[src/otss_pkg.sv]
`default_nettype none
// ----------------------------------------------------------------------------
// otss_pkg
// Shared types and constants of the one-shot timer set: command and result
// payloads, the timer entry that moves around the cell ring, and codes.
// ----------------------------------------------------------------------------
package otss_pkg;

  localparam int unsigned DEPTH_DEF = 16;
  localparam int unsigned ID_W      = 16;
  localparam int unsigned DUR_W     = 32;
  localparam int unsigned TICK_W    = 48;
  localparam int unsigned LIVE_W    = 5;

  typedef enum logic [1:0] {
    FUNC_ADD    = 2'd0,
    FUNC_CANCEL = 2'd1,
    FUNC_TICK   = 2'd2,
    FUNC_NONE   = 2'd3
  } func_e;

  typedef enum logic [2:0] {
    KIND_ADDED     = 3'd0,
    KIND_CANCELLED = 3'd1,
    KIND_EXPIRED   = 3'd2,
    KIND_ZERO      = 3'd3,
    KIND_FULL      = 3'd4,
    KIND_NOTFOUND  = 3'd5
  } kind_e;

  typedef enum logic [2:0] {
    ST_IDLE,
    ST_SCAN,
    ST_INS,
    ST_CAN,
    ST_EXP
  } state_e;

  typedef struct packed {
    logic [1:0]        func;
    logic [DUR_W-1:0]  duration_ms;
    logic [ID_W-1:0]   cancel_id;
  } cmd_t;

  typedef struct packed {
    logic [2:0]        kind;
    logic [ID_W-1:0]   timer_id;
    logic [DUR_W-1:0]  timer_duration;
    logic [TICK_W-1:0] timer_deadline;
    logic [LIVE_W-1:0] live_count;
    logic              last;
  } result_t;

  typedef struct packed {
    logic              valid;
    logic [ID_W-1:0]   id;
    logic [DUR_W-1:0]  duration;
    logic [TICK_W-1:0] deadline;
  } entry_t;

endpackage : otss_pkg
`default_nettype wire

[src/one_shot_timer_set_unit.sv]
`default_nettype none
// ----------------------------------------------------------------------------
// one_shot_timer_set_unit
// Up to DEPTH one-shot timers held in a rotating ring of cells, with a
// sequencer at the ring head for add, cancel and millisecond tick.
// ----------------------------------------------------------------------------
// Zero-duration and full adds answer in the cycle after the transfer.
// Add: one ring pass of id probing, then rotation until an empty slot.
// Cancel: rotation until the id matches, at most one ring pass. Tick: one
// ring pass per expired timer plus one, each result right after its pass.
// The receiver cannot stall; busy blocks new starts.
// Reset clears all slot valid bits, the id counter and the tick time at once.
module one_shot_timer_set_unit
  import otss_pkg::*;
#(
  parameter int unsigned DEPTH = DEPTH_DEF
) (
  input  wire logic clk_i,
  input  wire logic rst_ni,
  input  wire logic start,
  input  wire cmd_t cmd_i,
  output logic      busy,
  output logic      result_valid_o,
  output result_t   result_o
);

  entry_t ring[DEPTH];
  entry_t wb;
  logic   shift;

  for (genvar i = 0; i < DEPTH; i++) begin : g_cell
    if (i == DEPTH - 1) begin : g_tail
      otss_cell u_cell (
        .clk_i  (clk_i),
        .rst_ni (rst_ni),
        .shift_i(shift),
        .ent_i  (wb),
        .ent_o  (ring[i])
      );
    end else begin : g_mid
      otss_cell u_cell (
        .clk_i  (clk_i),
        .rst_ni (rst_ni),
        .shift_i(shift),
        .ent_i  (ring[i+1]),
        .ent_o  (ring[i])
      );
    end
  end

  otss_ctrl #(
    .DEPTH(DEPTH)
  ) u_ctrl (
    .clk_i         (clk_i),
    .rst_ni        (rst_ni),
    .start_i       (start),
    .cmd_i         (cmd_i),
    .busy_o        (busy),
    .head_i        (ring[0]),
    .shift_o       (shift),
    .wb_o          (wb),
    .result_valid_o(result_valid_o),
    .result_o      (result_o)
  );

`ifndef ASSERT_OFF
  // a tick always starts a ring pass
  a_tick_scans : assert property (@(posedge clk_i) disable iff (!rst_ni)
    start && !busy && (cmd_i.func == FUNC_TICK) |=> busy)
    else $error("tick transfer did not start a pass");

  // a non-final result only occurs mid-tick, so more passes follow
  a_more_follows : assert property (@(posedge clk_i) disable iff (!rst_ni)
    result_valid_o && !result_o.last |-> busy)
    else $error("non-final result while idle");

  // rejected adds never start a pass
  a_reject_idle : assert property (@(posedge clk_i) disable iff (!rst_ni)
    result_valid_o && ((result_o.kind == KIND_ZERO) || (result_o.kind == KIND_FULL))
    |-> !busy && result_o.last)
    else $error("rejected add left the unit busy");
`endif

endmodule : one_shot_timer_set_unit
`default_nettype wire

[src/otss_cell.sv]
`default_nettype none
// ----------------------------------------------------------------------------
// otss_cell
// One timer slot of the ring. While the ring rotates it takes the entry of
// its neighbor; the valid bit is cleared by reset.
// ----------------------------------------------------------------------------
module otss_cell
  import otss_pkg::*;
(
  input  wire logic   clk_i,
  input  wire logic   rst_ni,
  input  wire logic   shift_i,
  input  wire entry_t ent_i,
  output entry_t      ent_o
);

  logic              valid_q;
  logic [ID_W-1:0]   id_q;
  logic [DUR_W-1:0]  dur_q;
  logic [TICK_W-1:0] dl_q;

  always_ff @(posedge clk_i or negedge rst_ni) begin
    if (!rst_ni) begin
      valid_q <= 1'b0;
    end else if (shift_i) begin
      valid_q <= ent_i.valid;
    end
  end

  always_ff @(posedge clk_i) begin
    if (shift_i) begin
      id_q  <= ent_i.id;
      dur_q <= ent_i.duration;
      dl_q  <= ent_i.deadline;
    end
  end

  assign ent_o = '{valid: valid_q, id: id_q, duration: dur_q, deadline: dl_q};

endmodule : otss_cell
`default_nettype wire

[src/otss_ctrl.sv]
`default_nettype none
// ----------------------------------------------------------------------------
// otss_ctrl
// Sequencer at the head of the cell ring. Every pass rotates the ring once
// and looks at one entry per cycle: id probe and insert for add, match for
// cancel, earliest-due search and removal for tick.
// ----------------------------------------------------------------------------
module otss_ctrl
  import otss_pkg::*;
#(
  parameter int unsigned DEPTH = DEPTH_DEF
) (
  input  wire logic   clk_i,
  input  wire logic   rst_ni,
  input  wire logic   start_i,
  input  wire cmd_t   cmd_i,
  output logic        busy_o,
  input  wire entry_t head_i,
  output logic        shift_o,
  output entry_t      wb_o,
  output logic        result_valid_o,
  output result_t     result_o
);

  localparam int unsigned IW = (DEPTH > 1) ? $clog2(DEPTH) : 1;
  localparam int unsigned CW = $clog2(DEPTH + 1);

  state_e            state_q, state_d;
  logic [IW-1:0]     cnt_q, cnt_d;
  logic [CW-1:0]     count_q, count_d;
  logic [ID_W-1:0]   next_id_q, next_id_d;
  logic [TICK_W-1:0] now_q, now_d;
  logic [ID_W-1:0]   cand_q, cand_d;
  logic [ID_W-1:0]   cid_q, cid_d;
  logic [DUR_W-1:0]  new_dur_q, new_dur_d;
  logic [TICK_W-1:0] new_dl_q, new_dl_d;
  logic [DEPTH-1:0]  mask_q, mask_d;
  logic              found_q, found_d;
  logic              more_q, more_d;
  entry_t            best_q, best_d;
  logic              rm_pend_q, rm_pend_d;
  logic [ID_W-1:0]   rm_id_q, rm_id_d;
  logic              res_valid_q, res_valid_d;
  result_t           res_q, res_d;

  logic              pass_end;
  logic [ID_W-1:0]   off;
  logic [IW-1:0]     fz;
  logic              remove;
  logic              due;
  logic              better;
  logic              found_n;
  logic              more_n;
  entry_t            best_n;

  assign pass_end = (cnt_q == IW'(DEPTH - 1));
  assign off      = head_i.id - cand_q;

  // first free id offset from the candidate
  always_comb begin
    fz = '0;
    for (int i = DEPTH - 1; i >= 0; i--) begin
      if (!mask_q[i]) begin
        fz = IW'(i);
      end
    end
  end

  // earliest-due search at the ring head
  always_comb begin
    remove  = rm_pend_q && head_i.valid && (head_i.id == rm_id_q);
    due     = head_i.valid && !remove && (head_i.deadline <= now_q);
    better  = !found_q || (head_i.deadline < best_q.deadline) ||
              ((head_i.deadline == best_q.deadline) && (head_i.id < best_q.id));
    found_n = found_q | due;
    more_n  = more_q | (due & found_q);
    best_n  = (due && better) ? head_i : best_q;
  end

  always_ff @(posedge clk_i or negedge rst_ni) begin
    if (!rst_ni) begin
      state_q     <= ST_IDLE;
      cnt_q       <= '0;
      count_q     <= '0;
      next_id_q   <= '0;
      now_q       <= '0;
      found_q     <= 1'b0;
      more_q      <= 1'b0;
      rm_pend_q   <= 1'b0;
      res_valid_q <= 1'b0;
    end else begin
      state_q     <= state_d;
      cnt_q       <= cnt_d;
      count_q     <= count_d;
      next_id_q   <= next_id_d;
      now_q       <= now_d;
      found_q     <= found_d;
      more_q      <= more_d;
      rm_pend_q   <= rm_pend_d;
      res_valid_q <= res_valid_d;
    end
  end

  always_ff @(posedge clk_i) begin
    cand_q    <= cand_d;
    cid_q     <= cid_d;
    new_dur_q <= new_dur_d;
    new_dl_q  <= new_dl_d;
    mask_q    <= mask_d;
    best_q    <= best_d;
    rm_id_q   <= rm_id_d;
    res_q     <= res_d;
  end

  always_comb begin
    state_d     = state_q;
    cnt_d       = cnt_q;
    count_d     = count_q;
    next_id_d   = next_id_q;
    now_d       = now_q;
    cand_d      = cand_q;
    cid_d       = cid_q;
    new_dur_d   = new_dur_q;
    new_dl_d    = new_dl_q;
    mask_d      = mask_q;
    found_d     = found_q;
    more_d      = more_q;
    best_d      = best_q;
    rm_pend_d   = rm_pend_q;
    rm_id_d     = rm_id_q;
    res_valid_d = 1'b0;
    res_d       = res_q;
    wb_o        = head_i;
    shift_o     = (state_q != ST_IDLE);

    if (shift_o) begin
      cnt_d = pass_end ? '0 : cnt_q + 1'b1;
    end

    unique case (state_q)
      ST_IDLE: begin
        cnt_d = '0;
        if (start_i) begin
          unique case (func_e'(cmd_i.func))
            FUNC_ADD: begin
              if (cmd_i.duration_ms == '0) begin
                res_valid_d = 1'b1;
                res_d       = '{kind: KIND_ZERO, timer_id: '0, timer_duration: '0,
                                timer_deadline: '0, live_count: LIVE_W'(count_q),
                                last: 1'b1};
              end else if (count_q == CW'(DEPTH)) begin
                res_valid_d = 1'b1;
                res_d       = '{kind: KIND_FULL, timer_id: '0, timer_duration: '0,
                                timer_deadline: '0, live_count: LIVE_W'(count_q),
                                last: 1'b1};
              end else begin
                next_id_d = next_id_q + 1'b1;
                cand_d    = next_id_q;
                new_dur_d = cmd_i.duration_ms;
                new_dl_d  = now_q + TICK_W'(cmd_i.duration_ms);
                mask_d    = '0;
                state_d   = ST_SCAN;
              end
            end
            FUNC_CANCEL: begin
              cid_d   = cmd_i.cancel_id;
              state_d = ST_CAN;
            end
            FUNC_TICK: begin
              now_d     = now_q + 1'b1;
              found_d   = 1'b0;
              more_d    = 1'b0;
              rm_pend_d = 1'b0;
              state_d   = ST_EXP;
            end
            default: begin
            end
          endcase
        end
      end

      // mark which of the next DEPTH ids are taken
      ST_SCAN: begin
        if (head_i.valid && (off < ID_W'(DEPTH))) begin
          mask_d[off[IW-1:0]] = 1'b1;
        end
        if (pass_end) begin
          state_d = ST_INS;
        end
      end

      // first empty slot reaching the head takes the new timer
      ST_INS: begin
        if (!head_i.valid) begin
          wb_o        = '{valid: 1'b1, id: cand_q + ID_W'(fz), duration: new_dur_q,
                          deadline: new_dl_q};
          count_d     = count_q + 1'b1;
          res_valid_d = 1'b1;
          res_d       = '{kind: KIND_ADDED, timer_id: cand_q + ID_W'(fz),
                          timer_duration: new_dur_q, timer_deadline: new_dl_q,
                          live_count: LIVE_W'(count_q + 1'b1), last: 1'b1};
          cnt_d       = '0;
          state_d     = ST_IDLE;
        end
      end

      ST_CAN: begin
        if (head_i.valid && (head_i.id == cid_q)) begin
          wb_o.valid  = 1'b0;
          count_d     = count_q - 1'b1;
          res_valid_d = 1'b1;
          res_d       = '{kind: KIND_CANCELLED, timer_id: head_i.id,
                          timer_duration: head_i.duration,
                          timer_deadline: head_i.deadline,
                          live_count: LIVE_W'(count_q - 1'b1), last: 1'b1};
          cnt_d       = '0;
          state_d     = ST_IDLE;
        end else if (pass_end) begin
          res_valid_d = 1'b1;
          res_d       = '{kind: KIND_NOTFOUND, timer_id: cid_q, timer_duration: '0,
                          timer_deadline: '0, live_count: LIVE_W'(count_q),
                          last: 1'b1};
          state_d     = ST_IDLE;
        end
      end

      // one expired timer per pass, freed during the following pass
      ST_EXP: begin
        wb_o.valid = head_i.valid & ~remove;
        if (!pass_end) begin
          found_d = found_n;
          more_d  = more_n;
          best_d  = best_n;
        end else if (found_n) begin
          count_d     = count_q - 1'b1;
          res_valid_d = 1'b1;
          res_d       = '{kind: KIND_EXPIRED, timer_id: best_n.id,
                          timer_duration: best_n.duration,
                          timer_deadline: best_n.deadline,
                          live_count: LIVE_W'(count_q - 1'b1), last: ~more_n};
          rm_id_d     = best_n.id;
          rm_pend_d   = 1'b1;
          found_d     = 1'b0;
          more_d      = 1'b0;
        end else begin
          rm_pend_d = 1'b0;
          found_d   = 1'b0;
          more_d    = 1'b0;
          state_d   = ST_IDLE;
        end
      end

      default: begin
        state_d = ST_IDLE;
      end
    endcase
  end

  assign busy_o         = (state_q != ST_IDLE);
  assign result_valid_o = res_valid_q;
  assign result_o       = res_q;

endmodule : otss_ctrl
`default_nettype wire

[config.mk]
export PLATFORM = sky130hd
export DESIGN_NAME = one_shot_timer_set_unit
export DESIGN_NICKNAME = d
export VERILOG_FILES = /design/src/otss_pkg.sv /design/src/one_shot_timer_set_unit.sv /design/src/otss_cell.sv /design/src/otss_ctrl.sv
export SDC_FILE = /design/constraint.sdc
export NUM_CORES = 2
export LEC_CHECK = 0
export BUFFER_PORTS_ARGS = -buffer_cell sky130_fd_sc_hd__buf_2
export CAP_MARGIN = 15
export CORE_MARGIN = 1.5
export CORE_UTILIZATION = 25
export DETAILED_ROUTE_END_ITERATION = 8
export REMOVE_ABC_BUFFERS = 1
export SYNTH_ARGS = -nofsm -noshare
export SYNTH_HDL_FRONTEND = slang
export SYNTH_SLANG_ARGS = --single-unit
[constraint.sdc]
create_clock -name clk_i -period 132.6 [get_ports clk_i]
set_clock_uncertainty 0.2 [all_clocks]
set_input_delay 6.63 -clock clk_i [delete_from_list [all_inputs] [get_ports clk_i]]
set_output_delay 6.63 -clock clk_i [all_outputs]
set_load 0.005 [all_outputs]
# After elaboration in Yosys (flattened, before gate mapping)
# Index checks and enable logic that the tools add are counted.
# word_totals
elab_cells,250
output_inout_bits,107
in_bits,53
reg_bits,1977
# op_classes
muxes,78
reduce_logical,32
order_cmp,6
add_sub_neg,8
eq_ne,28
bitwise,10
# op_table
cell,count
$mux 105,9
$pmux 105 s4,1
$mux 96,3
$mux 16,5
$mux 4,20
$add 48x1->48 const B,1
$add 48x32->48,1
$eq 48x48->1,1
$le 48x48->1,1
$lt 48x48->1,1
$eq 16x16->1,2
$logic_not 32->1,1
$pmux 16 s2,1
$mux 3,9
$mux 5,4
$add 16x1->16 const B,1
$add 16x4->16,1
$lt 16x16->1,1
$lt 16x5->1 const B,1
$mux 1,16
$or 16x16->16,1
$sub 16x16->16,1
$pmux 3 s5,1
$pmux 5 s3,1
41 further kinds,78

# Longest topological paths before layout
# logic_depth
word_depth,19
mapped_depth,19
mapped_depth_nobuf,19

# Cells and area by module
# Synthesis repeated with hierarchy kept, for this count alone.
# hier_totals
cells_unflattened,3923
area_unflattened_um2,71805.1
# by_module_without_submodules
mod,area_per_inst_um2,seq_area_each_um2,cells_each,instances
otss_cell,2930.3,2907.8,99,16
otss_ctrl,24920.2,12361.9,2339,1

# Worst setup path before layout
# OpenSTA, ideal clock, no wires.
# synth_path
path_kind,register to output
startpoint,reg u_ctrl.state_q[0]
endpoint,out busy
slack_ns,83.309
required_time_ns,125.770
path_stages_with_launch,6
t_arrival_ns,42.461
n_path_buf,3
path_cell_list,dfrtp_1 -> clkbuf_1 -> nor3_2 -> inv_1 -> clkbuf_1 -> buf_1
# synth_between
elab_chain_len,1
# synth_lines
element,line_no,source
"start, declared",otss_ctrl.sv:28,"state_e state_q, state_d;"
"start signal, assigned",otss_ctrl.sv:92,state_q <= state_d;
$reduce_bool 3->1,otss_ctrl.sv:259,assign busy_o = (state_q != ST_IDLE);
"end, declared",one_shot_timer_set_unit.sv:22,"output logic busy,"
# No other way between the ends.

# Worst setup path in the final report
# layout_path
startpoint,in cmd_i[43] in the netlist's numbering
endpoint,"reg u_ctrl.res_q, in the netlist u_ctrl.result_o[7] (enable)"
# layout_between
elab_chain_len,3
# layout_lines
element,line_no,source
"start, declared",one_shot_timer_set_unit.sv:21,"input wire cmd_t cmd_i,"
$logic_not 32->1,otss_ctrl.sv:146,if (cmd_i.duration_ms == '0) begin
$ne 3x1->1 (no source line),n/a,
$reduce_and 8->1 (no source line),n/a,
"end signal, assigned",otss_ctrl.sv:112,res_q <= res_d;
"end, declared",otss_ctrl.sv:44,"result_t res_q, res_d;"
# No other way between the ends.
# A chain may end at the register's enable or synchronous reset.

==> impl_summary.txt <==
----------------------------------------------------
[Outcome]
  Outcome ... complete, no violations

[STA]
  RSZ-0062 raised after global routing ... no
  Sum of negative setup slack ... 0 ps
  Fmax achieved ... 103 MHz
  Fin crit period ... 9720 ps
  Count of final max-slew check failures ... 0
  Hold slack final ... 131 ps
  Pin slew with the least headroom to its limit ... 1130 ps
  Post-route fraction of the period consumed by the critical path ... 7.33%
  Hold Vio Cnt, Final ... 0
  Final Setup Violations ... 0
  Max_slew headroom ... 25.0%

[Synth]
  Synthesized instance count ... 3995
  Netlist cell types ... 70
  Leading area contributor after synthesis ... edfxtp_1
  FFs w/ async S/R, synth ... 4.86%
  Main area contributors after synthesis ... edfxtp_1, dfrtp_1, ha_1, nand2_1, xnor2_1
  Register bit total from synthesis ... 1977
  Sequential share of the synthesized area ... 82.3%
  Post-synthesis cell area ... 71500 sq um
  Per-instance average area after synthesis ... 17.9 sq um
  Most common flop cell mapped by yosys ... edfxtp_1
  Fraction of post-synthesis cell area in the top cell type by area ... 79.0%
  EDFF count, synth ... 1881
  Count of synthesis-stage warnings from yosys ... 0

[Run]
  Max cap viols ... 0

[Detailed routing]
  Initial DRC Count ... 3341
  Total DRC errors in the routed layout ... 0
  Average wire per cell in the routed design ... 18.6 um
  Number of vias per cell ... 4.15
  DR vias ... 34200
  Antenna violation net count after detailed routing ... 0
  Final Routed Wirelength ... 153000 um
  Number of optimization iterations in the first detailed-route pass ... 6

[Floorplanning]
  Die area ... 289000 sq um
  Number of top-level design ports ... 160
  Standard-cell row count ... 196
  Effective utilization at floorplan ... 25.1%
  Width of the chip ... 538 um
  Die Y ... 538 um
  CORE AREA ... 285000 sq um

[GRT]
  Largest net degree at the start of global routing ... 198
  Peak-usage layer in the global routing report ... met2
  First-pass GRT wire length ... 224000 um
  Met2 layer usage reported by global route ... 16.6%
  Total global routing overflow ... 0
  Fraction of met1 tracks used by global routing ... 14.0%
  Global Route met3 Usage ... 1.49%
  Global router's overall resource usage ... 10.4%
  Number of global-route vias before repair ... 33200
  Number of antenna violations at the first check in global routing ... 20

[Setup path]
  Largest driver fanout on the critical path ... 44
  Worst-path cell with the longest stage delay ... buf_4
  Kind of end point of the critical path ... register
  Chain of cells forming the critical path ... buf_2 -> nor4_1 -> nand4_1 -> nor2_1 -> buf_4 -> a31o_2 -> a21oi_1 -> o211ai_1 -> buf_4 -> buf_4
  Delay of the slowest critical-path stage ... 640 ps
  Startpoint type of the worst setup path ... primary input
  CP dominant cell by count ... buf_4
  Classification of the worst setup path ... in -> reg
  Data required, critical path ... 132840 ps
  Arrival time at the worst endpoint ... 9960 ps

[Clocking]
  H-Tree Depth ... 4
  Count of hold buffers inserted by post-cts repair ... 0
  Insertion delay of the later-clocked pin in the worst-skew pair ... 890 ps
  CTS root buffer ... clkbuf_16
  CTS tree ... yes
  Number of instances resized during post-cts repair ... 0
  TritonCTS Buffers ... 196
  Clock Tree Buf Depth ... 4
  Clk slew on worst S/H paths ... 60 ps
  Number of sinks on the clock net ... 1977
  Post-CTS setup buffers ... 0

[Min path]
  Worst hold path type ... reg -> reg

[Place]
  GP Congestion ... 0.859
  Detail Placement HPWL ... 101000 um
  Count of buffers from port buffering ... 159
  Total cell area at the placement stage ... 77000 sq um

[Cells and area]
  Synth-to-Final Area Change ... 16.8%
  Number of nets in the layout ... 4530
  Fraction of final layout cells with drive strength greater than 1 ... 12.4%
  Highest-count cells in the layout ignoring fill and taps ... edfxtp_1, nand2_1, clkbuf_16, ha_1, buf_2
  Final Cell Area ... 83500 sq um
  Most frequent standard cell in the layout excluding fill and tap cells ... edfxtp_1

[Pwr]
  Leakage ... 29.3 nW
  Worst ir drop on vdd ... 0.0000259 V
  Power density cells ... 26.1 nW/um^2

----------------------------------------------------
[cells in the mapped netlist (all sizes together), types with 28 or more instances]
cell type	n
edfxtp	1881
nand2	463
ha	168
inv	153
o21ai	138
xnor2	119
a21oi	116
nor2	103
dfrtp	96
a221o	86
and2	82
clkbuf	63
nand3	62
mux2	50
nor3	48
xor2	47
nand4	40
a21o	34
buf	28
[path summary, 6_finish.rpt]
check	start	end	slack (ps)	cells after the start
setup / recovery	cmd_i[43]	u_ctrl.result_o[7]$_DFFE_PP_	122880	10
hold / removal	g_cell[1].g_mid.u_cell.dl_q[3]$_DFFE_PN_	g_cell[0].g_mid.u_cell.dl_q[3]$_DFFE_PN_	130	0
setup reg to reg	u_ctrl.state_q[2]$_DFFE_PN0P_	g_cell[8].g_mid.u_cell.dur_q[18]$_DFFE_PN_	126240	9
hold reg to reg	g_cell[1].g_mid.u_cell.dl_q[3]$_DFFE_PN_	g_cell[0].g_mid.u_cell.dl_q[3]$_DFFE_PN_	130	0
max in group asynchronous	rst_ni	u_ctrl.now_q[0]$_DFFE_PN0P_	125280	2
min in group asynchronous	rst_ni	g_cell[1].g_mid.u_cell.valid_q$_DFFE_PN0N_	5630	1
[report_power, final]
part | switching, mW | internal, mW
logic | 0.281 | 0.0912
registers | 0.116 | 1.14
clock network | 0.233 | 0.321
total | 0.630 | 1.55
[metrics by stage]
| stage | util, % | setup slack (ps) | cells | power (mW) |
|---|---|---|---|---|
| 2_1_floorplan | - | 94880 | 3904 | 1.85 |
| 3_3_place_gp | 27.1 | 121950 | 7869 | 1.62 |
| 3_5_place_dp | 27.1 | 121910 | 7869 | 1.64 |
| 4_1_cts | 29.3 | 122810 | 8222 | 2.21 |
| 5_1_grt | 29.3 | 122730 | 8224 | 2.30 |
| 6_report | 29.3 | 122880 | 8232 | 2.18 |
[critical path, delay by kind of cell]
kind	cells	cell delay, ps
AO/OA/AOI/OAI	3	490
buffers and inverters	4	1730
AND/OR/NAND/NOR	3	910
[layer usage]
layer | wire length, um | share of wire [%]
met1 | 68500 | 45
met2 | 71500 | 47
met3 | 6430 | 4.2
met4 | 6380 | 4.2
met5 | 0 | 0
[area by class of cell]
cell class	count	area [sq um]
timing repair buffer	204	1190
inverter	155	589
fill	27800	201000
tap	3762	4710
clock inverter	117	1300
clock buffer	236	5120
antenna	9	22.5
sequential	1977	58900
multi-input combinational	1772	11700
[logic make-up after synthesis]
logic type,Yosys count,share of synthesized area (%)
DFF,1977,82.3
adders and majority gates,171,3.02
AOI/OAI and AO/OA,491,4.64
and+or+nand+nor,889,5.67
buffers and inverters,246,1.42
muxes,55,0.857
xor gates and xnor gates,166,2.03
[sequential cells by signal, summed over array words and instances, names as in the netlist, 32 cells and up]
register                    flops
g_cell.g_mid.u_cell.dur_q     480
g_cell.g_tail.u_cell.dl_q      48
u_ctrl.result_o               105
g_cell.g_tail.u_cell.dur_q     32
u_ctrl.new_dur_q               32
u_ctrl.new_dl_q                48
u_ctrl.now_q                   48
g_cell.g_mid.u_cell.id_q      240
u_ctrl.best_q                  96
g_cell.g_mid.u_cell.dl_q      720
Note: power is estimated with default switching activity, not from simulation.
